$ cat config.mk
export PLATFORM = sky130hd
export DESIGN_NAME = midpoint_ellipse_raster_top
export DESIGN_NICKNAME = d
export VERILOG_FILES = /design/src/rtl/core/mer_pkg.sv /design/src/rtl/core/mer_front.sv /design/src/rtl/core/mer_engine.sv /design/src/rtl/core/midpoint_ellipse_raster_top.sv
export SDC_FILE = /design/constraint.sdc
export NUM_CORES = 2
export LEC_CHECK = 0
export ABC_AREA = 1
export CAP_MARGIN = 20
export CORE_ASPECT_RATIO = 1.75
export CORE_UTILIZATION = 40
export CTS_BUF_LIST = sky130_fd_sc_hd__clkbuf_16
export DETAILED_ROUTE_END_ITERATION = 7
export DONT_BUFFER_PORTS = 1
export HOLD_SLACK_MARGIN = 0.05
export SYNTH_ARGS = -nofsm -noshare
export SYNTH_HDL_FRONTEND = slang
export SYNTH_SLANG_ARGS = --single-unit
$ cat constraint.sdc
create_clock -name clk_i -period 23.7 [get_ports clk_i]
set_clock_uncertainty 0.1 [all_clocks]
set_input_delay 4.74 -clock clk_i [delete_from_list [all_inputs] [get_ports clk_i]]
set_output_delay 4.74 -clock clk_i [all_outputs]
set_load 0.02 [all_outputs]
$ cat src/rtl/core/mer_pkg.sv
// Shared types and constants of the midpoint ellipse rasteriser.
`default_nettype none

package mer_pkg;

  // Depth of the command queue between the front and the engine.
  localparam int unsigned CMD_QUEUE_DEPTH = 2;

  typedef enum logic {
    CMD_START = 1'b0,
    CMD_STEP  = 1'b1
  } cmd_kind_e;

  typedef struct packed {
    logic      valid;
    cmd_kind_e kind;
  } cmd_ctl_t;

  typedef enum logic [4:0] {
    ENG_IDLE,
    ENG_SQ_A,
    ENG_SQ_B,
    ENG_INIT_AB,
    ENG_INIT_DEC,
    ENG_STEP,
    ENG_R1_AY,
    ENG_R1_BX,
    ENG_R1_CMP,
    ENG_R1_ADD,
    ENG_R1_SUB,
    ENG_R2S_TT,
    ENG_R2S_BTT,
    ENG_R2S_YY,
    ENG_R2S_AYY,
    ENG_R2S_AB,
    ENG_R2S_FIN,
    ENG_R2S_DIV,
    ENG_R2_AY,
    ENG_R2_BX,
    ENG_R2_UPD,
    ENG_EMIT
  } eng_state_e;

endpackage

`default_nettype wire

$ cat src/rtl/core/mer_front.sv
// Request front end: classifies incoming requests and queues them for the engine.
`default_nettype none

module mer_front
  import mer_pkg::*;
#(
  parameter int unsigned AXIS_BITS  = 10,
  parameter int unsigned COORD_BITS = 16
) (
  input  wire logic                         clk_i,
  input  wire logic                         rst_ni,
  input  wire logic                         push_i,
  output logic                              full_o,
  input  wire logic                         req_type_i,
  input  wire logic signed [COORD_BITS-1:0] center_x_i,
  input  wire logic signed [COORD_BITS-1:0] center_y_i,
  input  wire logic        [AXIS_BITS-1:0]  semi_a_i,
  input  wire logic        [AXIS_BITS-1:0]  semi_b_i,
  input  wire logic        [31:0]           pen_color_i,
  output cmd_ctl_t                          cmd_o,
  input  wire logic                         cmd_pop_i,
  output logic signed      [COORD_BITS-1:0] cmd_cx_o,
  output logic signed      [COORD_BITS-1:0] cmd_cy_o,
  output logic             [AXIS_BITS-1:0]  cmd_a_o,
  output logic             [AXIS_BITS-1:0]  cmd_b_o,
  output logic             [31:0]           cmd_color_o
);

  localparam int unsigned QD    = CMD_QUEUE_DEPTH;
  localparam int unsigned PTR_W = (QD > 1) ? $clog2(QD) : 1;
  localparam int unsigned CNT_W = $clog2(QD + 1);

  cmd_kind_e                     kind_q  [QD];
  logic signed [COORD_BITS-1:0]  cx_q    [QD];
  logic signed [COORD_BITS-1:0]  cy_q    [QD];
  logic        [AXIS_BITS-1:0]   a_q     [QD];
  logic        [AXIS_BITS-1:0]   b_q     [QD];
  logic        [31:0]            color_q [QD];

  logic [PTR_W-1:0] wr_ptr_q, wr_ptr_d;
  logic [PTR_W-1:0] rd_ptr_q, rd_ptr_d;
  logic [CNT_W-1:0] count_q, count_d;
  logic             wr_en;
  logic             rd_en;
  cmd_kind_e        in_kind;

  assign in_kind = (req_type_i == 1'b0) ? CMD_START : CMD_STEP;
  assign full_o  = (count_q == CNT_W'(QD));
  assign wr_en   = push_i && !full_o;
  assign rd_en   = cmd_pop_i && (count_q != '0);

  always_comb begin
    wr_ptr_d = wr_ptr_q;
    rd_ptr_d = rd_ptr_q;
    count_d  = count_q;
    if (wr_en) begin
      wr_ptr_d = (wr_ptr_q == PTR_W'(QD - 1)) ? '0 : wr_ptr_q + PTR_W'(1);
    end
    if (rd_en) begin
      rd_ptr_d = (rd_ptr_q == PTR_W'(QD - 1)) ? '0 : rd_ptr_q + PTR_W'(1);
    end
    if (wr_en && !rd_en) begin
      count_d = count_q + CNT_W'(1);
    end else if (!wr_en && rd_en) begin
      count_d = count_q - CNT_W'(1);
    end
  end

  always_ff @(posedge clk_i or negedge rst_ni) begin
    if (!rst_ni) begin
      wr_ptr_q <= '0;
      rd_ptr_q <= '0;
      count_q  <= '0;
    end else begin
      wr_ptr_q <= wr_ptr_d;
      rd_ptr_q <= rd_ptr_d;
      count_q  <= count_d;
    end
  end

  always_ff @(posedge clk_i) begin
    if (wr_en) begin
      kind_q[wr_ptr_q]  <= in_kind;
      cx_q[wr_ptr_q]    <= center_x_i;
      cy_q[wr_ptr_q]    <= center_y_i;
      a_q[wr_ptr_q]     <= semi_a_i;
      b_q[wr_ptr_q]     <= semi_b_i;
      color_q[wr_ptr_q] <= pen_color_i;
    end
  end

  assign cmd_o.valid = (count_q != '0);
  assign cmd_o.kind  = kind_q[rd_ptr_q];
  assign cmd_cx_o    = cx_q[rd_ptr_q];
  assign cmd_cy_o    = cy_q[rd_ptr_q];
  assign cmd_a_o     = a_q[rd_ptr_q];
  assign cmd_b_o     = b_q[rd_ptr_q];
  assign cmd_color_o = color_q[rd_ptr_q];

endmodule

`default_nettype wire

$ cat src/rtl/core/mer_engine.sv
// Ellipse walk engine: runs the two-region midpoint walk and emits mirrored pixels.
`default_nettype none

module mer_engine
  import mer_pkg::*;
#(
  parameter int unsigned AXIS_BITS  = 10,
  parameter int unsigned COORD_BITS = 16
) (
  input  wire logic                         clk_i,
  input  wire logic                         rst_ni,
  input  wire cmd_ctl_t                     cmd_i,
  output logic                              cmd_pop_o,
  input  wire logic signed [COORD_BITS-1:0] cmd_cx_i,
  input  wire logic signed [COORD_BITS-1:0] cmd_cy_i,
  input  wire logic        [AXIS_BITS-1:0]  cmd_a_i,
  input  wire logic        [AXIS_BITS-1:0]  cmd_b_i,
  input  wire logic        [31:0]           cmd_color_i,
  output logic                              out_valid_o,
  input  wire logic                         out_pop_i,
  output logic signed      [COORD_BITS:0]   pixel_x_o,
  output logic signed      [COORD_BITS:0]   pixel_y_o,
  output logic             [31:0]           pixel_color_o,
  output logic                              step_last_o,
  output logic                              ellipse_done_o
);

  localparam int unsigned A     = AXIS_BITS;
  localparam int unsigned SQ_W  = 2 * A;
  localparam int unsigned XW    = A + 1;
  localparam int unsigned YW    = A + 2;
  localparam int unsigned TW    = XW + 1;
  localparam int unsigned MB_W  = 2 * A + 4;
  localparam int unsigned PW    = SQ_W + MB_W;
  localparam int unsigned DEC_W = 4 * A + 8;
  localparam int unsigned PIX_W = COORD_BITS + 1;
  localparam int unsigned SUM_W = ((COORD_BITS > YW) ? COORD_BITS : YW) + 2;

  eng_state_e state_q, state_d;

  logic                  busy_q, busy_d;
  logic                  r2_q, r2_d;
  logic [1:0]            k_q, k_d;
  logic                  out_valid_q, out_valid_d;

  logic                  final_q, final_d;
  logic [XW-1:0]         x_q, x_d;
  logic signed [YW-1:0]  y_q, y_d;
  logic [XW-1:0]         ex_q, ex_d;
  logic signed [YW-1:0]  ey_q, ey_d;
  logic signed [DEC_W-1:0] dec_q, dec_d;
  logic signed [DEC_W-1:0] acc_q, acc_d;
  logic signed [DEC_W-1:0] ystep_q, ystep_d;
  logic [PW-1:0]         lhs_q, lhs_d;
  logic [PW-1:0]         prod_q, prod_d;
  logic [SQ_W-1:0]       a2_q, a2_d;
  logic [SQ_W-1:0]       b2_q, b2_d;
  logic [A-1:0]          sa_q, sa_d;
  logic [A-1:0]          sb_q, sb_d;
  logic signed [COORD_BITS-1:0] cx_q, cx_d;
  logic signed [COORD_BITS-1:0] cy_q, cy_d;
  logic [31:0]           color_q, color_d;

  logic signed [PIX_W-1:0] pix_x_q, pix_x_d;
  logic signed [PIX_W-1:0] pix_y_q, pix_y_d;
  logic [31:0]           pix_color_q, pix_color_d;
  logic                  last_q, last_d;
  logic                  done_q, done_d;

  logic [SQ_W-1:0]       mul_a;
  logic [MB_W-1:0]       mul_b;
  logic                  out_free;
  logic                  r1_more;
  logic                  dec_pos;
  logic [TW-1:0]         t_val;
  logic signed [YW-1:0]  ym;
  logic signed [YW-1:0]  ym_mag;
  logic signed [DEC_W-1:0] rnd;
  logic signed [SUM_W-1:0] cxw, cyw, exw, eyw;

  assign out_free = !out_valid_q || out_pop_i;
  assign r1_more  = (lhs_q > prod_q);
  assign dec_pos  = !dec_q[DEC_W-1] && (dec_q != '0);
  assign t_val    = {x_q, 1'b1};
  assign ym       = y_q - YW'(1);
  assign ym_mag   = ym[YW-1] ? -ym : ym;
  assign rnd      = acc_q + (acc_q[DEC_W-1] ? DEC_W'(3) : DEC_W'(0));
  assign cxw      = SUM_W'(cx_q);
  assign cyw      = SUM_W'(cy_q);
  assign exw      = SUM_W'(ex_q);
  assign eyw      = SUM_W'(ey_q);

  // One shared multiplier, its product always registered.
  assign prod_d = {{MB_W{1'b0}}, mul_a} * {{SQ_W{1'b0}}, mul_b};

  // Next state.
  always_comb begin
    state_d = state_q;
    case (state_q)
      ENG_IDLE: begin
        if (cmd_i.valid) begin
          if (cmd_i.kind == CMD_START) begin
            state_d = ENG_SQ_A;
          end else if (busy_q) begin
            state_d = ENG_STEP;
          end
        end
      end
      ENG_SQ_A:     state_d = ENG_SQ_B;
      ENG_SQ_B:     state_d = ENG_INIT_AB;
      ENG_INIT_AB:  state_d = ENG_INIT_DEC;
      ENG_INIT_DEC: state_d = ENG_STEP;
      ENG_STEP:     state_d = r2_q ? ENG_R2_AY : ENG_R1_AY;
      ENG_R1_AY:    state_d = ENG_R1_BX;
      ENG_R1_BX:    state_d = ENG_R1_CMP;
      ENG_R1_CMP:   state_d = r1_more ? ENG_R1_ADD : ENG_R2S_TT;
      ENG_R1_ADD:   state_d = ENG_R1_SUB;
      ENG_R1_SUB:   state_d = ENG_EMIT;
      ENG_R2S_TT:   state_d = ENG_R2S_BTT;
      ENG_R2S_BTT:  state_d = ENG_R2S_YY;
      ENG_R2S_YY:   state_d = ENG_R2S_AYY;
      ENG_R2S_AYY:  state_d = ENG_R2S_AB;
      ENG_R2S_AB:   state_d = ENG_R2S_FIN;
      ENG_R2S_FIN:  state_d = ENG_R2S_DIV;
      ENG_R2S_DIV:  state_d = ENG_R2_AY;
      ENG_R2_AY:    state_d = ENG_R2_BX;
      ENG_R2_BX:    state_d = ENG_R2_UPD;
      ENG_R2_UPD:   state_d = ENG_EMIT;
      ENG_EMIT: begin
        if (out_free && (k_q == 2'd3)) begin
          state_d = ENG_IDLE;
        end
      end
      default:      state_d = ENG_IDLE;
    endcase
  end

  // Outputs and datapath.
  always_comb begin
    cmd_pop_o   = 1'b0;
    mul_a       = '0;
    mul_b       = '0;
    busy_d      = busy_q;
    r2_d        = r2_q;
    k_d         = k_q;
    out_valid_d = out_valid_q;
    final_d     = final_q;
    x_d         = x_q;
    y_d         = y_q;
    ex_d        = ex_q;
    ey_d        = ey_q;
    dec_d       = dec_q;
    acc_d       = acc_q;
    ystep_d     = ystep_q;
    lhs_d       = lhs_q;
    a2_d        = a2_q;
    b2_d        = b2_q;
    sa_d        = sa_q;
    sb_d        = sb_q;
    cx_d        = cx_q;
    cy_d        = cy_q;
    color_d     = color_q;
    pix_x_d     = pix_x_q;
    pix_y_d     = pix_y_q;
    pix_color_d = pix_color_q;
    last_d      = last_q;
    done_d      = done_q;

    if (out_pop_i) begin
      out_valid_d = 1'b0;
    end

    case (state_q)
      ENG_IDLE: begin
        if (cmd_i.valid) begin
          cmd_pop_o = 1'b1;
          if (cmd_i.kind == CMD_START) begin
            cx_d    = cmd_cx_i;
            cy_d    = cmd_cy_i;
            color_d = cmd_color_i;
            sa_d    = cmd_a_i;
            sb_d    = cmd_b_i;
            x_d     = '0;
            y_d     = YW'(cmd_b_i);
            r2_d    = 1'b0;
            busy_d  = 1'b1;
          end
        end
      end
      ENG_SQ_A: begin
        mul_a = SQ_W'(sa_q);
        mul_b = MB_W'(sa_q);
      end
      ENG_SQ_B: begin
        a2_d  = prod_q[SQ_W-1:0];
        mul_a = SQ_W'(sb_q);
        mul_b = MB_W'(sb_q);
      end
      ENG_INIT_AB: begin
        b2_d  = prod_q[SQ_W-1:0];
        mul_a = a2_q;
        mul_b = MB_W'(sb_q);
      end
      ENG_INIT_DEC: begin
        dec_d = DEC_W'(b2_q) - DEC_W'(prod_q) + DEC_W'(a2_q >> 2);
      end
      ENG_STEP: begin
        ex_d    = x_q;
        ey_d    = y_q;
        final_d = 1'b0;
      end
      ENG_R1_AY: begin
        mul_a = a2_q;
        mul_b = MB_W'($unsigned(y_q));
      end
      ENG_R1_BX: begin
        lhs_d = prod_q;
        mul_a = b2_q;
        mul_b = MB_W'(x_q);
      end
      ENG_R1_CMP: begin
        mul_a = b2_q;
        mul_b = (MB_W'(x_q) << 1) + MB_W'(3);
      end
      ENG_R1_ADD: begin
        dec_d = dec_q + DEC_W'(prod_q);
        mul_a = a2_q;
        mul_b = (MB_W'($unsigned(y_q)) << 1) - MB_W'(2);
      end
      ENG_R1_SUB: begin
        if (!dec_q[DEC_W-1]) begin
          dec_d = dec_q - DEC_W'(prod_q);
          y_d   = y_q - YW'(1);
        end
        x_d = x_q + XW'(1);
      end
      ENG_R2S_TT: begin
        mul_a = SQ_W'(t_val);
        mul_b = MB_W'(t_val);
      end
      ENG_R2S_BTT: begin
        mul_a = b2_q;
        mul_b = prod_q[MB_W-1:0];
      end
      ENG_R2S_YY: begin
        acc_d = DEC_W'(prod_q);
        mul_a = SQ_W'($unsigned(ym_mag));
        mul_b = MB_W'($unsigned(ym_mag));
      end
      ENG_R2S_AYY: begin
        mul_a = a2_q;
        mul_b = prod_q[MB_W-1:0];
      end
      ENG_R2S_AB: begin
        acc_d = acc_q + (DEC_W'(prod_q) << 2);
        mul_a = a2_q;
        mul_b = MB_W'(b2_q);
      end
      ENG_R2S_FIN: begin
        acc_d = acc_q - (DEC_W'(prod_q) << 2);
      end
      ENG_R2S_DIV: begin
        // Adding three before the arithmetic shift rounds a negative value toward zero.
        dec_d = rnd >>> 2;
        r2_d  = 1'b1;
      end
      ENG_R2_AY: begin
        final_d = (y_q == '0);
        mul_a   = a2_q;
        mul_b   = MB_W'($unsigned(y_q));
      end
      ENG_R2_BX: begin
        ystep_d = (DEC_W'(a2_q) << 1) + DEC_W'(a2_q) - (DEC_W'(prod_q) << 1);
        mul_a   = b2_q;
        mul_b   = (MB_W'(x_q) << 1) + MB_W'(2);
      end
      ENG_R2_UPD: begin
        dec_d = dec_q + ystep_q + (dec_pos ? DEC_W'(0) : DEC_W'(prod_q));
        if (!dec_pos) begin
          x_d = x_q + XW'(1);
        end
        y_d = y_q - YW'(1);
        if (y_q == '0) begin
          busy_d = 1'b0;
        end
      end
      ENG_EMIT: begin
        if (out_free) begin
          pix_x_d     = k_q[0] ? PIX_W'(cxw - exw) : PIX_W'(cxw + exw);
          pix_y_d     = k_q[1] ? PIX_W'(cyw - eyw) : PIX_W'(cyw + eyw);
          pix_color_d = color_q;
          last_d      = (k_q == 2'd3);
          done_d      = (k_q == 2'd3) && final_q;
          out_valid_d = 1'b1;
          k_d         = k_q + 2'd1;
        end
      end
      default: begin
        cmd_pop_o = 1'b0;
      end
    endcase
  end

  always_ff @(posedge clk_i or negedge rst_ni) begin
    if (!rst_ni) begin
      state_q     <= ENG_IDLE;
      busy_q      <= 1'b0;
      r2_q        <= 1'b0;
      k_q         <= 2'd0;
      out_valid_q <= 1'b0;
    end else begin
      state_q     <= state_d;
      busy_q      <= busy_d;
      r2_q        <= r2_d;
      k_q         <= k_d;
      out_valid_q <= out_valid_d;
    end
  end

  always_ff @(posedge clk_i) begin
    final_q     <= final_d;
    x_q         <= x_d;
    y_q         <= y_d;
    ex_q        <= ex_d;
    ey_q        <= ey_d;
    dec_q       <= dec_d;
    acc_q       <= acc_d;
    ystep_q     <= ystep_d;
    lhs_q       <= lhs_d;
    prod_q      <= prod_d;
    a2_q        <= a2_d;
    b2_q        <= b2_d;
    sa_q        <= sa_d;
    sb_q        <= sb_d;
    cx_q        <= cx_d;
    cy_q        <= cy_d;
    color_q     <= color_d;
    pix_x_q     <= pix_x_d;
    pix_y_q     <= pix_y_d;
    pix_color_q <= pix_color_d;
    last_q      <= last_d;
    done_q      <= done_d;
  end

  assign out_valid_o    = out_valid_q;
  assign pixel_x_o      = pix_x_q;
  assign pixel_y_o      = pix_y_q;
  assign pixel_color_o  = pix_color_q;
  assign step_last_o    = last_q;
  assign ellipse_done_o = done_q;

endmodule

`default_nettype wire

$ cat src/rtl/core/midpoint_ellipse_raster_top.sv
// Top level of the midpoint ellipse outline rasteriser.
`default_nettype none

// This block rasterises the outline of an axis-aligned ellipse with the two-region
// midpoint algorithm. A start request (req_type_i low) loads the centre, both semi-axes
// and a colour and immediately produces the first four mirrored pixels; every step
// request (req_type_i high) produces the next four pixels, in the order (+x,+y),
// (-x,+y), (+x,-y), (-x,-y). step_last_o marks the fourth pixel of each step and
// ellipse_done_o the fourth pixel of the final step; step requests that arrive while
// no ellipse is in progress are discarded without output, and a start request always
// abandons any ellipse in progress. Pixel coordinates wrap to COORD_BITS+1 bits.
// Requests enter a two-entry command queue, so up to two transfers are taken while
// the engine is still busy, and results leave through a one-deep output register.
// All decision arithmetic runs on a single shared multiplier whose product is
// registered, so the cost of a request is set by the number of multiplier passes
// plus the pixel output phase; the step that switches regions also runs the
// region-two setup, and a start request adds squaring the axes and seeding the
// decision value. A stalled output simply lengthens the pixel phase.

module midpoint_ellipse_raster_top
  import mer_pkg::*;
#(
  parameter int unsigned AXIS_BITS  = 10,
  parameter int unsigned COORD_BITS = 16
) (
  input  wire logic                         clk_i,
  input  wire logic                         rst_ni,
  input  wire logic                         push,
  output logic                              full,
  input  wire logic                         req_type_i,
  input  wire logic signed [COORD_BITS-1:0] center_x_i,
  input  wire logic signed [COORD_BITS-1:0] center_y_i,
  input  wire logic        [AXIS_BITS-1:0]  semi_a_i,
  input  wire logic        [AXIS_BITS-1:0]  semi_b_i,
  input  wire logic        [31:0]           pen_color_i,
  output logic                              empty,
  input  wire logic                         pop,
  output logic signed      [COORD_BITS:0]   pixel_x_o,
  output logic signed      [COORD_BITS:0]   pixel_y_o,
  output logic             [31:0]           pixel_color_o,
  output logic                              step_last_o,
  output logic                              ellipse_done_o
);

  // Head of the command queue as seen by the engine.
  cmd_ctl_t                     cmd;
  logic                         cmd_pop;
  logic signed [COORD_BITS-1:0] cmd_cx;
  logic signed [COORD_BITS-1:0] cmd_cy;
  logic        [AXIS_BITS-1:0]  cmd_a;
  logic        [AXIS_BITS-1:0]  cmd_b;
  logic        [31:0]           cmd_color;
  logic                         out_valid;

  // The front end classifies each request and holds it until the engine is free.
  mer_front #(
    .AXIS_BITS  (AXIS_BITS),
    .COORD_BITS (COORD_BITS)
  ) u_front (
    .clk_i       (clk_i),
    .rst_ni      (rst_ni),
    .push_i      (push),
    .full_o      (full),
    .req_type_i  (req_type_i),
    .center_x_i  (center_x_i),
    .center_y_i  (center_y_i),
    .semi_a_i    (semi_a_i),
    .semi_b_i    (semi_b_i),
    .pen_color_i (pen_color_i),
    .cmd_o       (cmd),
    .cmd_pop_i   (cmd_pop),
    .cmd_cx_o    (cmd_cx),
    .cmd_cy_o    (cmd_cy),
    .cmd_a_o     (cmd_a),
    .cmd_b_o     (cmd_b),
    .cmd_color_o (cmd_color)
  );

  // The engine walks the ellipse and drives the output register.
  mer_engine #(
    .AXIS_BITS  (AXIS_BITS),
    .COORD_BITS (COORD_BITS)
  ) u_engine (
    .clk_i          (clk_i),
    .rst_ni         (rst_ni),
    .cmd_i          (cmd),
    .cmd_pop_o      (cmd_pop),
    .cmd_cx_i       (cmd_cx),
    .cmd_cy_i       (cmd_cy),
    .cmd_a_i        (cmd_a),
    .cmd_b_i        (cmd_b),
    .cmd_color_i    (cmd_color),
    .out_valid_o    (out_valid),
    .out_pop_i      (pop),
    .pixel_x_o      (pixel_x_o),
    .pixel_y_o      (pixel_y_o),
    .pixel_color_o  (pixel_color_o),
    .step_last_o    (step_last_o),
    .ellipse_done_o (ellipse_done_o)
  );

  // A result is waiting whenever the output register holds one.
  assign empty = !out_valid;

endmodule

`default_nettype wire
# Yosys cells after proc, flatten, opt, wreduce, memory -nomap -nowiden
# Memory sizes are Yosys's and may differ from the RTL's. A register that Yosys moved wholly into a read port is not among the register bits.
# Index checks and enable logic that the tools add are counted.
dict set report word_totals {
  mem_bits_rw 170
  in_bits 89
  out_inout_bits 70
  ff_bits 411
  n_memories 6
}
dict set report classes {
  magnitude_cmp 1
  muxes 45
  bitwise 1
  n_reduce_logical 38
  multipliers 1
  n_eq_ne 30
  n_addsub 26
}
# name words width read_ports rd_ports_with_merged_regs write_ports line_no
set mem_list {}
lappend mem_list {u_front.color_q 2 32 1 1 1 mer_front.sv:38} ;# logic [31:0] color_q [QD];
lappend mem_list {u_front.cx_q 2 16 1 1 1 mer_front.sv:34} ;# logic signed [COORD_BITS-1:0] cx_q [QD];
lappend mem_list {u_front.cy_q 2 16 1 1 1 mer_front.sv:35} ;# logic signed [COORD_BITS-1:0] cy_q [QD];
lappend mem_list {u_front.a_q 2 10 1 1 1 mer_front.sv:36} ;# logic [AXIS_BITS-1:0] a_q [QD];
lappend mem_list {u_front.b_q 2 10 1 0 1 mer_front.sv:37} ;# logic [AXIS_BITS-1:0] b_q [QD];
lappend mem_list {u_front.kind_q 2 1 1 0 1 mer_front.sv:33} ;# cmd_kind_e kind_q [QD];
# operator count
set op_table {}
lappend op_table {{case mux 24 bit (11 select lines)} 1}
lappend op_table {{case mux 48 bit (5 select lines)} 1}
lappend op_table {{adder 48 bit} 3}
lappend op_table {{case mux 48 bit (3 select lines)} 1}
lappend op_table {{case mux 20 bit (6 select lines)} 1}
lappend op_table {{case mux 5 bit (21 select lines)} 1}
lappend op_table {{adder 48 x 18 -> 48 bit} 1}
lappend op_table {{adder 48 x 44 -> 48 bit} 1}
lappend op_table {{adder 48 x 46 -> 48 bit} 1}
lappend op_table {{two-way mux 12 bit} 4}
lappend op_table {{two-way mux 48 bit} 1}
lappend op_table {{nonzero test 48 bit} 1}
lappend op_table {{subtractor 48 x 44 -> 48 bit} 1}
lappend op_table {{subtractor 48 x 45 -> 48 bit} 1}
lappend op_table {{subtractor 48 x 46 -> 48 bit} 1}
lappend op_table {{subtractor 20 x 44 -> 45 bit} 1}
lappend op_table {{> comparator 44 bit} 1}
lappend op_table {{multiplier 20 x 24 -> 44 bit} 1}
lappend op_table {{two-way mux 44 bit} 1}
lappend op_table {{== test 5 x 4 -> 1 bit, second input constant} 8}
lappend op_table {{case mux 12 bit (3 select lines)} 1}
lappend op_table {{adder 16 x 12 -> 17 bit} 2}
lappend op_table {{two-way mux 17 bit} 2}
lappend op_table {{subtractor 16 x 12 -> 17 bit} 2}
lappend op_table {{other kinds (38)} 103}

# Depth between registers and ports, before layout
dict set report logic_depth {
  depth_word 7
  depth_mapped 43
  ltp_nobuf 43
}

# Cells and area by module
# From an unflattened synthesis, not the netlist that was laid out.
dict set report hier_totals {
  hier_cells 8451
  area_unflattened_um2 65379.0
}
# module n_inst cells_per_inst seq_area_each_um2 area_each_um2
set modules_own_cells {}
lappend modules_own_cells {mer_engine 1 7974 13893.3 58950.3}
lappend modules_own_cells {mer_front 1 476 5205.0 6424.9}
lappend modules_own_cells {midpoint_ellipse_raster_top 1 1 0.0 3.8}

# Least setup slack after synthesis
# No wires, ideal clock.
dict set report synth_timing {
  path_type {register -> register}
  from {reg u_engine.state_q[2]}
  to {reg u_engine.prod_q[29]}
  path_slack_ps 14235
  path_stages_with_launch 34
  arrival_time_ps 9242
  setup_ps 123
  path_cell_list {dfrtp_1 > nor2_1 > inv_2 > nor2_1 > inv_1 > nor2_1 > nor3_2 > inv_2 > buf_2 > a21oi_1 > nand3_2 > buf_4 > nand2_1 > fa_1 > inv_1 > fa_1 > inv_1 > fa_1 > inv_1 > fa_1 > inv_1 > fa_1 > fa_1 > inv_1 > fa_1 > ha_1 > a21oi_1 > inv_1 > a31oi_1 > a21boi_0 > o21ai_1 > a21boi_0 > o21ai_1 > xor2_1}
}
dict set report synth_via {
  elab_chain_cells 4
  elab_cells_between_ends 22
  classes_between {1 x mul; 14 x eq/ne; 2 x mux; 5 x reduce/logical}
}
# item line_no
set synth_lines {}
lappend synth_lines {{from (decl)} mer_engine.sv:39} ;# eng_state_e state_q, state_d;
lappend synth_lines {{from (signal assigned)} mer_engine.sv:312} ;# state_q <= state_d;
lappend synth_lines {{== test 5 x 2 -> 1 bit (tied with other cells)} mer_engine.sv:173} ;# case (state_q)
lappend synth_lines {{OR reduction 6 bit (no source line) (tied with other cells)} n/a}
lappend synth_lines {{case mux 20 bit (6 select lines) / case mux 24 bit (11 select lines) (equally long branches)} mer_engine.sv:173}
lappend synth_lines {{multiplier 20 x 24 -> 44 bit *} mer_engine.sv:94} ;# assign prod_d = {{MB_W{1'b0}}, mul_a} * {{SQ_W{1'b0}}, mul_b};
lappend synth_lines {{via u_engine.prod_d[29]} mer_engine.sv:55} ;# logic [PW-1:0] prod_q, prod_d;
lappend synth_lines {{to (signal assigned)} mer_engine.sv:330} ;# prod_q <= prod_d;
lappend synth_lines {{to (decl)} mer_engine.sv:55}
# Mark *: on every way through the listed nets, which the timed path passes. The rest lies on a longest branch.
# A chain may end at the register's enable or synchronous reset.

# Worst setup path after layout
dict set report layout_timing {
  from {reg u_engine.state_q[4]}
  to {reg u_engine.prod_q[32]}
}
# The elaborated chain is that of the path after synthesis.

==> qor.yml <==
yosys:
  ys_ff_latch: 655
  synth.top_cell.area_share: 0.271
  ys_dominant_reg_cell: "edfxtp_1"
  synth_fp_nets: 9538
  ys_seq_area_frac: 0.290
  ys_warn_count: 0
  syn_avg_cell_area_um2: 7.78
  synth_edf_count: 597
  synthTopCellsByArea: "edfxtp_1 27%, fa_1 13%, nand2_1 12%, ha_1 9.5%, inv_1 8.1%"
  syn_inst: 8500
  synth_cell_types: 85
  synth.cell_area_um2: 66100
  async_reset_ff_frac: 0.0214
  synth_top_area_cell: "edfxtp_1"
critical_path:
  path_buf_inv: 15
  worstSetupPathType: "reg -> reg"
  required_ns: 24.20
  cp_max_fo: 38
  critical_path_depth: 38
  start_kind: "flop"
  cp_top_family: "adder cells"
  crit_end: "u_engine.prod_q[32]"
  crit_path_end_kind: "flop"
  worstReg2RegEnd: "u_engine.prod_q[32]"
  cp-startpoint: "u_engine.state_q[4]"
  r2r_start: "u_engine.state_q[4]"
  crit_arrival_ns: 10.25
  cp_common_cell: "inv_1"
  critPathMaxStageDelay_ns: 0.54
  slowest_stage: "nand2_2"
  r2r_cells: 38
  rrSetupSlack_ns: 13.96
die:
  start_util: 0.402
  die_area_um2: 167000
  die_h_um: 540
  core_um2: 164000
  die_w_um: 309
  io_pins: 159
  rows: 197
pwr:
  p_int_mw: 5.14
  p_clk_frac: 0.096
  p_total_mw: 12.4
  peakVddDrop_mv: 0.144
  p_leak_nw: 33.5
  p_sw_mw: 7.25
  p_sw_frac: 0.585
  power.density_nw_per_um2: 173
  comb_power_share: 0.737
  seqPwrFrac: 0.167
routing:
  drc: 1
  wl_per_cell_um: 28.3
  drt_iter0_markers: 4887
  final_antenna_net_count: 0
  dr.pass1.iters: 8
  post_drt_via_cell_ratio: 5.60
  vias: 60300
  drt-total-wl_um: 305000
cells_and_area:
  areaGrowthSynthToFinish_pct: 8.18
  layout-drive-gt1-share: 0.0518
  nNetsFinal: 9554
  final_area_um2: 71600
  utilization: 0.435
clocking:
  cts_resized: 0
  cts_setup_buffers: 0
  cts_sinks: 655
  cts_tree: "built"
  clk_latency_ns: 0.74
  clockBufferDepth: 3
  ctsHoldBuffers: 0
  cts_buffers: 69
  root_buffer: "clkbuf_16"
  clkTransAtPathRegs_ns: 0.07
  cts-htree-levels: 3
placement:
  finalWeightedCongestion: 1.06
  hpwl_um: 250000
  port_buffers: 0
  place_area_um2: 69100
run_status:
  status: "finished, violations left"
  violations: "DRC"
sta:
  setup_viol: 0
  rsz0062_at_grt: "no"
  tns_ns: 0
  hold_violations: 0
  fin_crit_sh: 0.411
  worst_pin_slew_ns: 1.34
  maxSlewViolCount: 0
  max_freq_mhz: 103
  worst_slew_margin_rel: 0.0956
  period_needed_ns: 9.75
grt:
  gr-total-overflow: 0
  track_usage: 0.365
  grt_max_degree: 70
  antenna_found_initial: 11
  grt_first_pass_wirelength_um: 431000
  grt_pass1_vias: 61300
flow_run:
  drv_cap: 0
hold_path:
  hp-class: "reg -> reg"
## registers in the layout, summed over array words and instances (netlist names), 32 cells and up
signal and cells:
u_engine.prod_q 44, u_engine.acc_q 48, u_engine.lhs_q 44, u_front.cy_q 32, u_front.color_q 64, u_engine.pixel_color_o 32, u_engine.color_q 32, u_engine.dec_q 48
u_engine.ystep_q 48, u_front.cx_q 32
## synthesized netlist by cell type, types with 14 or more instances
library cell  count
o22ai_1          17
nor2_1          769
xor2_1          222
buf_4            15
a21o_1           35
xnor2_1          76
inv_2            37
o21ai_0         422
o31ai_1          18
nand4_1          93
nor2_4           14
clkinv_1         16
buf_2            65
dfrtp_1          14
a31oi_1          80
nor3_1           96
nand2_2          29
a221oi_1         17
o211ai_1         19
nor2_2           25
o21ai_1          27
o21a_1           24
or2_2            35
edfxtp_1        597
clkbuf_1         88
inv_1          1436
nand3_1         361
nor4_1           57
nand2_1        2077
o21bai_1         33
a21oi_1         507
dfxtp_1          44
ha_1            503
fa_1            446
a21boi_0         22
## power groups by stage
| stage | Clock, mW | Combinational, mW | Sequential [mW] |
|---|---|---|---|
| finish | 1.20 | 9.13 | 2.07 |
| floorplan | 0 | 5.94 | 1.96 |
| global route | 1.25 | 9.95 | 2.08 |
| CTS | 1.21 | 8.98 | 2.06 |
| global placement | 0 | 8.91 | 2.08 |
| detailed placement | 0 | 8.93 | 2.08 |
## worst min-delay path by stage
| stage | startpoint | depth (start not counted) | end | slack [ns] |
|---|---|---|---|---|
| floorplan | u_engine.color_q[0] | 0 | u_engine.pixel_color_o[0] | 0.30 |
| global placement | u_engine.color_q[2] | 0 | u_engine.pixel_color_o[2] | 0.30 |
| detailed placement | u_engine.color_q[10] | 0 | u_engine.pixel_color_o[10] | 0.31 |
| CTS | u_engine.color_q[24] | 0 | u_engine.pixel_color_o[24] | 0.31 |
| global route | u_engine.color_q[24] | 0 | u_engine.pixel_color_o[24] | 0.32 |
| finish | u_engine.color_q[24] | 0 | u_engine.pixel_color_o[24] | 0.31 |
## kinds of logic after synthesis
| family | Yosys count | share of synthesized area |
|---|---|---|
| fa+ha+maj | 949 | 0.230 |
| compound gates | 1296 | 0.111 |
| flops | 655 | 0.290 |
| buf+inv | 1667 | 0.0973 |
| xor+xnor | 304 | 0.0411 |
| simple gates | 3629 | 0.231 |
## stage by stage
step	hold slack [ns]	instances	worst slack [ns]
finish	0.313	10800	13.96
global route	0.320	10800	13.45
CTS	0.314	10800	14.05
detailed placement	0.306	10600	14.08
global placement	0.301	10600	14.20
floorplan	0.300	8500	14.23
## layout make-up
type | count | area, µm²
Multi-Input combinational cell | 6178 | 40700
Tap cell | 2189 | 2740
Timing Repair Buffer | 123 | 943
Sequential cell | 655 | 19200
Clock inverter | 55 | 703
Antenna cell | 13 | 32.5
Fill cell | 16900 | 92800
Clock buffer | 69 | 1730
Inverter | 1489 | 5590
## cell usage in the layout, fill, tap and decap left out, drive strengths merged, types with 11 or more instances in the layout
cell type | netlist | final
a211oi | 12 | 12
a21boi | 23 | 23
a21o | 35 | 35
a21oi | 508 | 508
a221oi | 17 | 17
a31oi | 80 | 80
and3 | 12 | 12
buf | 89 | 123
bufinv | 0 | 11
clkbuf | 89 | 69
clkinv | 16 | 42
dfrtp | 14 | 14
dfxtp | 44 | 44
diode | 0 | 13
edfxtp | 597 | 597
fa | 446 | 446
ha | 503 | 503
inv | 1473 | 1489
nand2 | 2108 | 2108
nand3 | 373 | 373
nand4 | 96 | 96
nor2 | 809 | 809
nor3 | 108 | 108
nor4 | 60 | 60
o211ai | 20 | 20
o21a | 24 | 24
o21ai | 453 | 453
o21bai | 33 | 33
o221ai | 12 | 12
o22ai | 17 | 17
o31ai | 18 | 18
or2 | 40 | 40
xnor2 | 78 | 78
xor2 | 226 | 226
## layer usage
metal  GRT usage  wire (µm)
met5           0         38
met4       0.359      36500
met3      0.0630      17200
met2       0.640     152000
met1       0.356      99300
Power figures use the tool's default switching activity.
